[src/rtl/b64d_pkg.sv]
// Shared types, character codes and the symbol table of the base64 stream decoder.
// No dependencies; used by every module of the block.
package b64d_pkg;

  localparam logic [7:0] CH_CR     = 8'h0D;
  localparam logic [7:0] CH_LF     = 8'h0A;
  localparam logic [7:0] CH_PAD    = 8'h3D;  // '='
  localparam logic [7:0] CH_PLUS   = 8'h2B;
  localparam logic [7:0] CH_SLASH  = 8'h2F;
  localparam logic [7:0] CH_UPPER_A = 8'h41;
  localparam logic [7:0] CH_UPPER_Z = 8'h5A;
  localparam logic [7:0] CH_LOWER_A = 8'h61;
  localparam logic [7:0] CH_LOWER_Z = 8'h7A;
  localparam logic [7:0] CH_DIGIT_0 = 8'h30;
  localparam logic [7:0] CH_DIGIT_9 = 8'h39;

  localparam logic [6:0] SYM_PAD = 7'd64;
  localparam logic [6:0] SYM_BAD = 7'd127;

  localparam logic [23:0] LEN_MAX = 24'hFFFFFF;

  typedef enum logic [2:0] {
    ST_OK            = 3'd0,
    ST_BAD_CHAR      = 3'd1,
    ST_TOO_MANY_PADS = 3'd2,
    ST_DATA_AFTER_PAD = 3'd3,
    ST_EMPTY         = 3'd4
  } status_t;

  // Everything one character produces: up to three bytes and a status record.
  typedef struct packed {
    logic [1:0]  nbytes;
    logic [23:0] word;
    logic        has_status;
    status_t     status;
    logic [23:0] length;
  } bundle_t;

  // 0..63 for data symbols, 64 for pad, 127 for anything else.
  function automatic logic [6:0] sym_value(input logic [7:0] c);
    logic [6:0] v;
    v = SYM_BAD;
    if (c >= CH_UPPER_A && c <= CH_UPPER_Z) begin
      v = 7'(c - CH_UPPER_A);
    end else if (c >= CH_LOWER_A && c <= CH_LOWER_Z) begin
      v = 7'(c - CH_LOWER_A) + 7'd26;
    end else if (c >= CH_DIGIT_0 && c <= CH_DIGIT_9) begin
      v = 7'(c - CH_DIGIT_0) + 7'd52;
    end else if (c == CH_PLUS) begin
      v = 7'd62;
    end else if (c == CH_SLASH) begin
      v = 7'd63;
    end else if (c == CH_PAD) begin
      v = SYM_PAD;
    end
    return v;
  endfunction

endpackage

[src/rtl/b64d_core.sv]
// Per-character decode: stream state registers, symbol lookup, grouping and status.
// Depends on b64d_pkg; feeds a result bundle to b64d_outq.
module b64d_core
  import b64d_pkg::*;
#(
  parameter int COUNT_WIDTH = 24
) (
  input  logic    clk,
  input  logic    rst_n,
  input  logic    item_valid,
  input  logic [7:0] item_char,
  input  logic    item_final,
  input  logic    can_load,
  output logic    advance,
  output logic    load,
  output bundle_t bundle
);

  localparam int LW  = COUNT_WIDTH + 4;
  localparam int LFW = COUNT_WIDTH + 1;
  localparam int LCW = (LFW > 24) ? LFW : 24;

  logic                   pcr_r, pcr_nxt;
  status_t                err_r, err_nxt;
  logic [1:0]             pad_r, pad_nxt;
  logic [1:0]             pos_r, pos_nxt;
  logic [17:0]            acc_r, acc_nxt;
  logic [COUNT_WIDTH-1:0] cnt_r, cnt_nxt;

  logic [6:0]     sym;
  logic           is_pad;
  logic [1:0]     pad_inc;
  logic [1:0]     nbytes;
  logic [23:0]    word;
  status_t        status;
  logic [LW-1:0]  prod;
  logic [LCW-1:0] len_ext;
  logic [23:0]    length;
  logic [2:0]     nres;

  always_comb begin
    pcr_nxt = pcr_r;
    err_nxt = err_r;
    pad_nxt = pad_r;
    pos_nxt = pos_r;
    acc_nxt = acc_r;
    cnt_nxt = cnt_r;
    nbytes  = 2'd0;
    word    = 24'd0;
    sym     = sym_value(item_char);
    is_pad  = (item_char == CH_PAD);
    pad_inc = pad_r + {1'b0, is_pad};

    if (err_r == ST_OK) begin
      if (pcr_r) begin
        pcr_nxt = 1'b0;
        if (item_char != CH_LF) err_nxt = ST_BAD_CHAR;
      end else if (item_char == CH_CR) begin
        if (item_final) err_nxt = ST_BAD_CHAR;
        else pcr_nxt = 1'b1;
      end else if (item_char != CH_LF) begin
        if (is_pad && pad_r >= 2'd2) begin
          err_nxt = ST_TOO_MANY_PADS;
        end else begin
          pad_nxt = pad_inc;
          if (sym == SYM_BAD) begin
            err_nxt = ST_BAD_CHAR;
          end else if (!sym[6] && pad_inc != 2'd0) begin
            err_nxt = ST_DATA_AFTER_PAD;
          end else begin
            if (cnt_r != '1) cnt_nxt = cnt_r + COUNT_WIDTH'(1);
            if (pos_r != 2'd3) begin
              acc_nxt = {acc_r[11:0], sym[5:0]};
              pos_nxt = pos_r + 2'd1;
            end else begin
              word    = {acc_r, sym[5:0]};
              acc_nxt = 18'd0;
              pos_nxt = 2'd0;
              nbytes  = 2'd3 - pad_inc;
            end
          end
        end
      end
    end

    // count*6 + 7, then >> 3
    prod    = ({4'b0, cnt_nxt} << 2) + ({4'b0, cnt_nxt} << 1) + LW'(7);
    len_ext = LCW'(prod[LW-1:3]);

    if (err_nxt == ST_OK && cnt_nxt == '0) status = ST_EMPTY;
    else status = err_nxt;

    if (status != ST_OK) length = 24'd0;
    else if (len_ext > LCW'(LEN_MAX)) length = LEN_MAX;
    else length = len_ext[23:0];

    if (item_final) begin
      pcr_nxt = 1'b0;
      err_nxt = ST_OK;
      pad_nxt = 2'd0;
      pos_nxt = 2'd0;
      acc_nxt = 18'd0;
      cnt_nxt = '0;
    end
  end

  assign nres    = {1'b0, nbytes} + {2'b0, item_final};
  // a character with no results never waits for the output side
  assign advance = item_valid && (can_load || nres == 3'd0);
  assign load    = advance && nres != 3'd0;

  assign bundle.nbytes     = nbytes;
  assign bundle.word       = word;
  assign bundle.has_status = item_final;
  assign bundle.status     = status;
  assign bundle.length     = length;

  always_ff @(posedge clk) begin
    if (!rst_n) begin
      pcr_r <= 1'b0;
      err_r <= ST_OK;
      pad_r <= 2'd0;
      pos_r <= 2'd0;
      acc_r <= 18'd0;
      cnt_r <= '0;
    end else if (advance) begin
      pcr_r <= pcr_nxt;
      err_r <= err_nxt;
      pad_r <= pad_nxt;
      pos_r <= pos_nxt;
      acc_r <= acc_nxt;
      cnt_r <= cnt_nxt;
    end
  end

endmodule

[src/rtl/b64d_outq.sv]
// Result register: holds one character's bundle and hands out one result word a cycle while out_stall is low.
// Depends on b64d_pkg.
module b64d_outq
  import b64d_pkg::*;
(
  input  logic        clk,
  input  logic        rst_n,
  input  logic        load,
  input  bundle_t     bundle,
  output logic        can_load,
  output logic        out_valid,
  input  logic        out_stall,
  output logic        out_item_kind,
  output logic [7:0]  out_data_byte,
  output logic [2:0]  out_status_code,
  output logic [23:0] out_decoded_length,
  output logic        out_run_end
);

  bundle_t    bundle_r;
  logic       bv_r;
  logic [1:0] idx_r;

  logic [2:0] total;
  logic       is_status;
  logic       take;

  assign total     = {1'b0, bundle_r.nbytes} + {2'b0, bundle_r.has_status};
  assign is_status = (idx_r == bundle_r.nbytes);

  assign out_valid          = bv_r;
  assign out_run_end        = ({1'b0, idx_r} == total - 3'd1);
  assign out_item_kind      = is_status;
  assign out_status_code    = is_status ? bundle_r.status : ST_OK;
  assign out_decoded_length = is_status ? bundle_r.length : 24'd0;

  always_comb begin
    case (idx_r)
      2'd0:    out_data_byte = bundle_r.word[23:16];
      2'd1:    out_data_byte = bundle_r.word[15:8];
      2'd2:    out_data_byte = bundle_r.word[7:0];
      default: out_data_byte = 8'd0;
    endcase
    if (is_status) out_data_byte = 8'd0;
  end

  assign take     = bv_r && !out_stall;
  assign can_load = !bv_r || (take && out_run_end);

  always_ff @(posedge clk) begin
    if (!rst_n) begin
      bv_r  <= 1'b0;
      idx_r <= 2'd0;
    end else if (load) begin
      bundle_r <= bundle;
      bv_r     <= 1'b1;
      idx_r    <= 2'd0;
    end else if (take) begin
      if (out_run_end) bv_r <= 1'b0;
      else idx_r <= idx_r + 2'd1;
    end
  end

endmodule

[src/rtl/base64_stream_decoder.sv]
// Top level of the base64 stream decoder: input register, decode core, result register.
// Depends on b64d_pkg, b64d_core and b64d_outq.

// Takes one base64 character per accepted word, the last one flagged by in_is_final,
// and returns decoded bytes followed, on the final character, by one status record
// (status and decoded length). Bytes of a text may appear before its error is found;
// drop them when the final status is not ok. Timing: an accepted character is held in
// the input register until the core advances on it; its results are then loaded into
// the result register and handed out from there. Characters that give no result
// pass at one per cycle even while earlier results drain; a character that closes a
// group or ends the text gives up to four results, which leave the result register
// one per cycle while out_stall is low, so the next such character waits until the
// register has drained. Sustained rate on plain text is one character per cycle while
// out_stall stays low.
module base64_stream_decoder
  import b64d_pkg::*;
#(
  parameter int COUNT_WIDTH = 24
) (
  input  logic        clk,
  input  logic        rst_n,
  input  logic        in_valid,
  output logic        in_stall,
  input  logic [7:0]  in_text_char,
  input  logic        in_is_final,
  output logic        out_valid,
  input  logic        out_stall,
  output logic        out_item_kind,
  output logic [7:0]  out_data_byte,
  output logic [2:0]  out_status_code,
  output logic [23:0] out_decoded_length,
  output logic        out_run_end
);

  logic       iv_r;
  logic [7:0] char_r;
  logic       final_r;

  logic    advance;
  logic    load;
  logic    can_load;
  bundle_t bundle;

  assign in_stall = iv_r && !advance;

  always_ff @(posedge clk) begin
    if (!rst_n) begin
      iv_r <= 1'b0;
    end else begin
      iv_r <= (in_valid && !in_stall) || (iv_r && !advance);
      if (in_valid && !in_stall) begin
        char_r  <= in_text_char;
        final_r <= in_is_final;
      end
    end
  end

  b64d_core #(
    .COUNT_WIDTH(COUNT_WIDTH)
  ) u_core (
    .clk        (clk),
    .rst_n      (rst_n),
    .item_valid (iv_r),
    .item_char  (char_r),
    .item_final (final_r),
    .can_load   (can_load),
    .advance    (advance),
    .load       (load),
    .bundle     (bundle)
  );

  b64d_outq u_outq (
    .clk                (clk),
    .rst_n              (rst_n),
    .load               (load),
    .bundle             (bundle),
    .can_load           (can_load),
    .out_valid          (out_valid),
    .out_stall          (out_stall),
    .out_item_kind      (out_item_kind),
    .out_data_byte      (out_data_byte),
    .out_status_code    (out_status_code),
    .out_decoded_length (out_decoded_length),
    .out_run_end        (out_run_end)
  );

endmodule

[config.mk]
export PLATFORM = sky130hd
export DESIGN_NAME = base64_stream_decoder
export DESIGN_NICKNAME = d
export VERILOG_FILES = /design/src/rtl/b64d_pkg.sv /design/src/rtl/b64d_core.sv /design/src/rtl/b64d_outq.sv /design/src/rtl/base64_stream_decoder.sv
export SDC_FILE = /design/constraint.sdc
export NUM_CORES = 1
export LEC_CHECK = 0
export BUFFER_PORTS_ARGS = -buffer_cell sky130_fd_sc_hd__clkbuf_2
export CELL_PAD_IN_SITES_DETAIL_PLACEMENT = 1
export CELL_PAD_IN_SITES_GLOBAL_PLACEMENT = 2
export CORE_MARGIN = 5
export CORE_UTILIZATION = 38
export DETAILED_ROUTE_END_ITERATION = 8
export GPL_ROUTABILITY_DRIVEN = 0
export GPL_TIMING_DRIVEN = 0
export PLACE_DENSITY_LB_ADDON = 0.1
export SLEW_MARGIN = 20
export SYNTH_ARGS = -nofsm -noshare
export SYNTH_HDL_FRONTEND = slang
export SYNTH_HIERARCHICAL = 1
export SYNTH_SLANG_ARGS = --single-unit
[constraint.sdc]
create_clock -name clk -period 7.1 [get_ports clk]
set_input_delay 1.42 -clock clk [delete_from_list [all_inputs] [get_ports clk]]
set_output_delay 1.42 -clock clk [all_outputs]
set_load 0.02 [all_outputs]
==> summary.md <==
| Metric | Value |
|---|---|
| Post-synthesis mux area share | 0.625% |
| Yosys cell types | roughly 80 |
| Clk Tree Root Cell | clkbuf_16 |
| Largest net degree at the start of global routing | 55 |
| Final wirelength | 24000 um |
| Post-Synth Simple-Gate Area | 25.5% |
| Hold crit path type | flop to flop |
| Critical path class | flop to primary output |
| Mean Syn Cell Area | around 8.7 um2 |
| Die Wd | between 150 and 200 um |
| Total congestion overflow | 0 |
| Vias in the first global route | 7164 |
| Syn Std Cell Area | 8210 um2 |
| Top cell type by total area after synthesis | edfxtp_1 |
| CTS HTree Levels | 4 |
| Min Tclk post-route | roughly 6.7 ns |
| Most common cell after layout, fill and taps aside | nor2_1 |
| Period utilisation layout | 93.9% |
| TritonCTS Buffers | 17 |
| Port Buf Inserts | 51 |
| Reg2Reg Capture Point | u_outq/bundle_r[21] |
| Largest fanout on the critical path | 9 |
| Ys Warns | 6 |
| Total GRT Usage | 20.0% |
| Vias | 7177 |
| # rows | 53 |
| Top post-synthesis cells by area | edfxtp_1 23%, dfxtp_1 13%, ha_1 9.9%, a21oi_1 4.8%, nor2_1 4.5% |
| Initial antenna violation count | 0 |
| Layout cell share with drive strength beyond 1 | 13.5% |
| Hold path start | u_core/acc_r[14] |
| Status | finished, final reports clean |
| Core area | 21200 um2 |
| DR vias/cell | approximately 5.5 |
| Worst-path clk slew | ~0.060 ns |
| Leakage power | 3.86 nW |
| Slew @ Worst Pin | ~1.0 ns |
| Max transition margin | between 30% and 40% |
| R2R Setup Slk | ~0.47 ns |
| Crit path DAT | between 5 and 6 ns |
| PwrDens | 184 nW/um2 |
| Largest family of logic cells by synthesized area | simple AND/OR/NAND/NOR gates |
| Post-route ant nets | 0 |
| CTS tree | done |
| FFs w/ async S/R, synth | 0% |
| Primary FF master, synth | edfxtp_1 |
| First-pass GRT wire length | around 39000 um |
| Hold Path Stages | 2 |
| Post-DP HPWL | approximately 18000 um |
| Gate Count Post-Synth | 949 |
| RSZ-0062 raised after global routing | no |
| Post-synth net total | 1027 |
| Area grow syn2layout | 16.1% |
| Peak VDD IR | 0.000154 V |
| Clock Latency Late Sink | 0.43 ns |
| Worst reg2reg path startpoint | char_r[1] |
| Complex-gate fraction of the synthesized area | 17.9% |
| CP Capture Type | primary output |
| Initial DRT Pass Iterations | 5 |
| Slew Limit Fails | 0 |
| Worst-case clock buffer depth | 2 |
| Crit path launch type | flop |
| Sequential-to-total area share from yosys stat | 36.2% |
| Synth top area share | 23.0% |
| CP dominant cell by count | ha_1 |
| First DRT Iteration DRCs | 348 |
| Hold_ws | 0.456 ns |
| Final worst clock skew | 0.0122 ns |
| # IOs | between 50 and 60 |
| Cts hold-fix bufs | 0 |
| Commonest non-fill, non-tap cells in the layout | 96 x nor2_1, 77 x a21oi_1, 73 x nand2_1 |
| Fill cells | approximately 2500 |
| Hold Path End | u_core/acc_r[14] |
| Crit-path cells | inv_1, ha_1, nand4bb_1, nand2b_1, inv_1, ha_1, xor2_1, or2_2, or3b_2, o2bb2ai_1, nor2_2, nand3_1, nor2_1, ha_1, ha_1, nor3_1, o21ai_4, clkinvlp_4, nor2b_4, clkbuf_2 |
| Hold Fails Final Rpt | 0 |
| Drt wl/cell | 18.3 um |
| Achievable Freq | around 150 MHz |
| Antenna fix cells | 0 |
| Adder-cell share of the synthesized area | 9.90% |
| Starting Density | 38.8% |
| #FFs+latches synth | 117 |
| Number of flops mapped to enable cells by yosys | 63 |
| XOR/XNOR Fraction of Synth Area | 5.12% |
| Clock sink count | 117 |
| Final core utilization | 45.1% |
| R2R depth | 27 |
| CP max stage delay | 0.50 ns |
| Number of max-cap violations | 0 |
| CP startpoint | char_r[1] |
| Die height | 157 um |
| Req. time, crit path | 5.68 ns |
| Full die area | 24700 um2 |
| Slowest cell on crit path | or3b_2 |
| Drt drc | 0 |
| Final Net Count | ~1100 |
| Final setup vio count | 0 |
==> metrics by stage <==
| step | instance area [um2] | instances | setup TNS [ns] | power, W | setup slack, ns |
|---|---|---|---|---|---|
| global route | 9540 | 1307 | 0 | 0.00182 | 0.0171 |
| floorplan | 8210 | 949 | 0 | 0.000854 | 1.13 |
| global placement | 8810 | 1275 | -26.57 | 0.000912 | -0.602 |
| finish | 9540 | 1307 | 0 | 0.00176 | 0.430 |
| detailed placement | 8820 | 1275 | -3.60 | 0.000913 | -0.581 |
| CTS | 9460 | 1307 | 0 | 0.00178 | 0.0419 |
==> worst max-delay path, delay by kind of cell, from the launching register on <==
kind	cells	cell delay, ns
fa+ha+maj	4	0.98
flops	1	0.38
xor+xnor	1	0.26
simple gates	9	1.77
compound gates	2	0.60
buf+inv	4	0.82
==> layout make-up <==
| cell class | instances | area [um2] | area share, % |
|---|---|---|---|
| timing repair buffer | 54 | 278 | 2.91 |
| tap | 275 | 344 | 3.61 |
| clock inverter | 15 | 155 | 1.63 |
| inverter | 43 | 165 | 1.73 |
| sequential | 117 | 2970 | 31.2 |
| clock buffer | 17 | 425 | 4.46 |
| buffer | 50 | 218 | 2.28 |
| multi-input combinational | 736 | 4980 | 52.2 |
==> per-layer routing <==
metal / vias to the layer above / share of wire (%) / routed length (um) / global-route usage, %
met3: 15 / 3.9 / 941 / 3.02
met2: 105 / 43 / 10200 / 30.1
met1: 3480 / 53 / 12600 / 30.3
met5: - / 0 / 0 / 0
li1: 3577 / - / - / -
met4: 0 / 0.75 / 180 / 4.30
==> how the worst max path moves through the flow <==
stage                                     end  slack [ns]  cells after the start
after floorplan           u_outq/bundle_r[22]        1.13                     27
after global placement    u_outq/bundle_r[21]       -0.60                     27
after detailed placement  u_outq/bundle_r[21]       -0.58                     27
after CTS                 u_outq/bundle_r[22]        0.04                     25
after global routing      u_outq/bundle_r[21]        0.02                     27
final                                in_stall        0.43                     20
==> cells in the mapped netlist, drive strengths merged (9+ instances only) <==
master  instances
a21o           28
a21oi          79
and2           55
and3           12
buf            16
clkbuf         37
dfxtp          54
edfxtp         63
ha             65
inv            42
nand2          74
nand3          48
nand4          13
nor2           98
nor2b           9
nor3           33
nor4           11
o21ai          30
xnor2          28
xor2           20
==> power breakdown <==
group | total [W] | switching [W] | internal (W)
logic | 0.000170 | 0.000117 | 0.0000529
registers | 0.000731 | 0.00000895 | 0.000722
clock network | 0.000856 | 0.000387 | 0.000469
==> cells by family (layout without fill, tap and decap cells) <==
logic type / after synthesis / in the layout
AND/OR/NAND/NOR: 402 / 402
AO/OA/AOI/OAI: 216 / 216
flip-flops: 117 / 117
buffers and inverters: 96 / 179
adder cells (fa/ha/maj): 65 / 65
XOR/XNOR: 48 / 48
multiplexers: 5 / 5
==> registers in the layout, indices dropped and copies added, names as in the netlist <==
name and flops:
u_core/acc_r 18, u_core/err_r 3, u_core/pos_r 2, final_r 1
u_core/pad_r 2, char_r 8, iv_r 1, u_core/cnt_r 24
u_outq/idx_r 2, u_core/pcr_r 1, u_outq/bundle_r 54, u_outq/out_valid 1
==> what timing repair did <==
item | CTS | global route
buffers inserted | 0 | 3
resized for setup | 11 | 12
setup endpoints to repair | 13 | 13
Power figures use the tool's default switching activity.
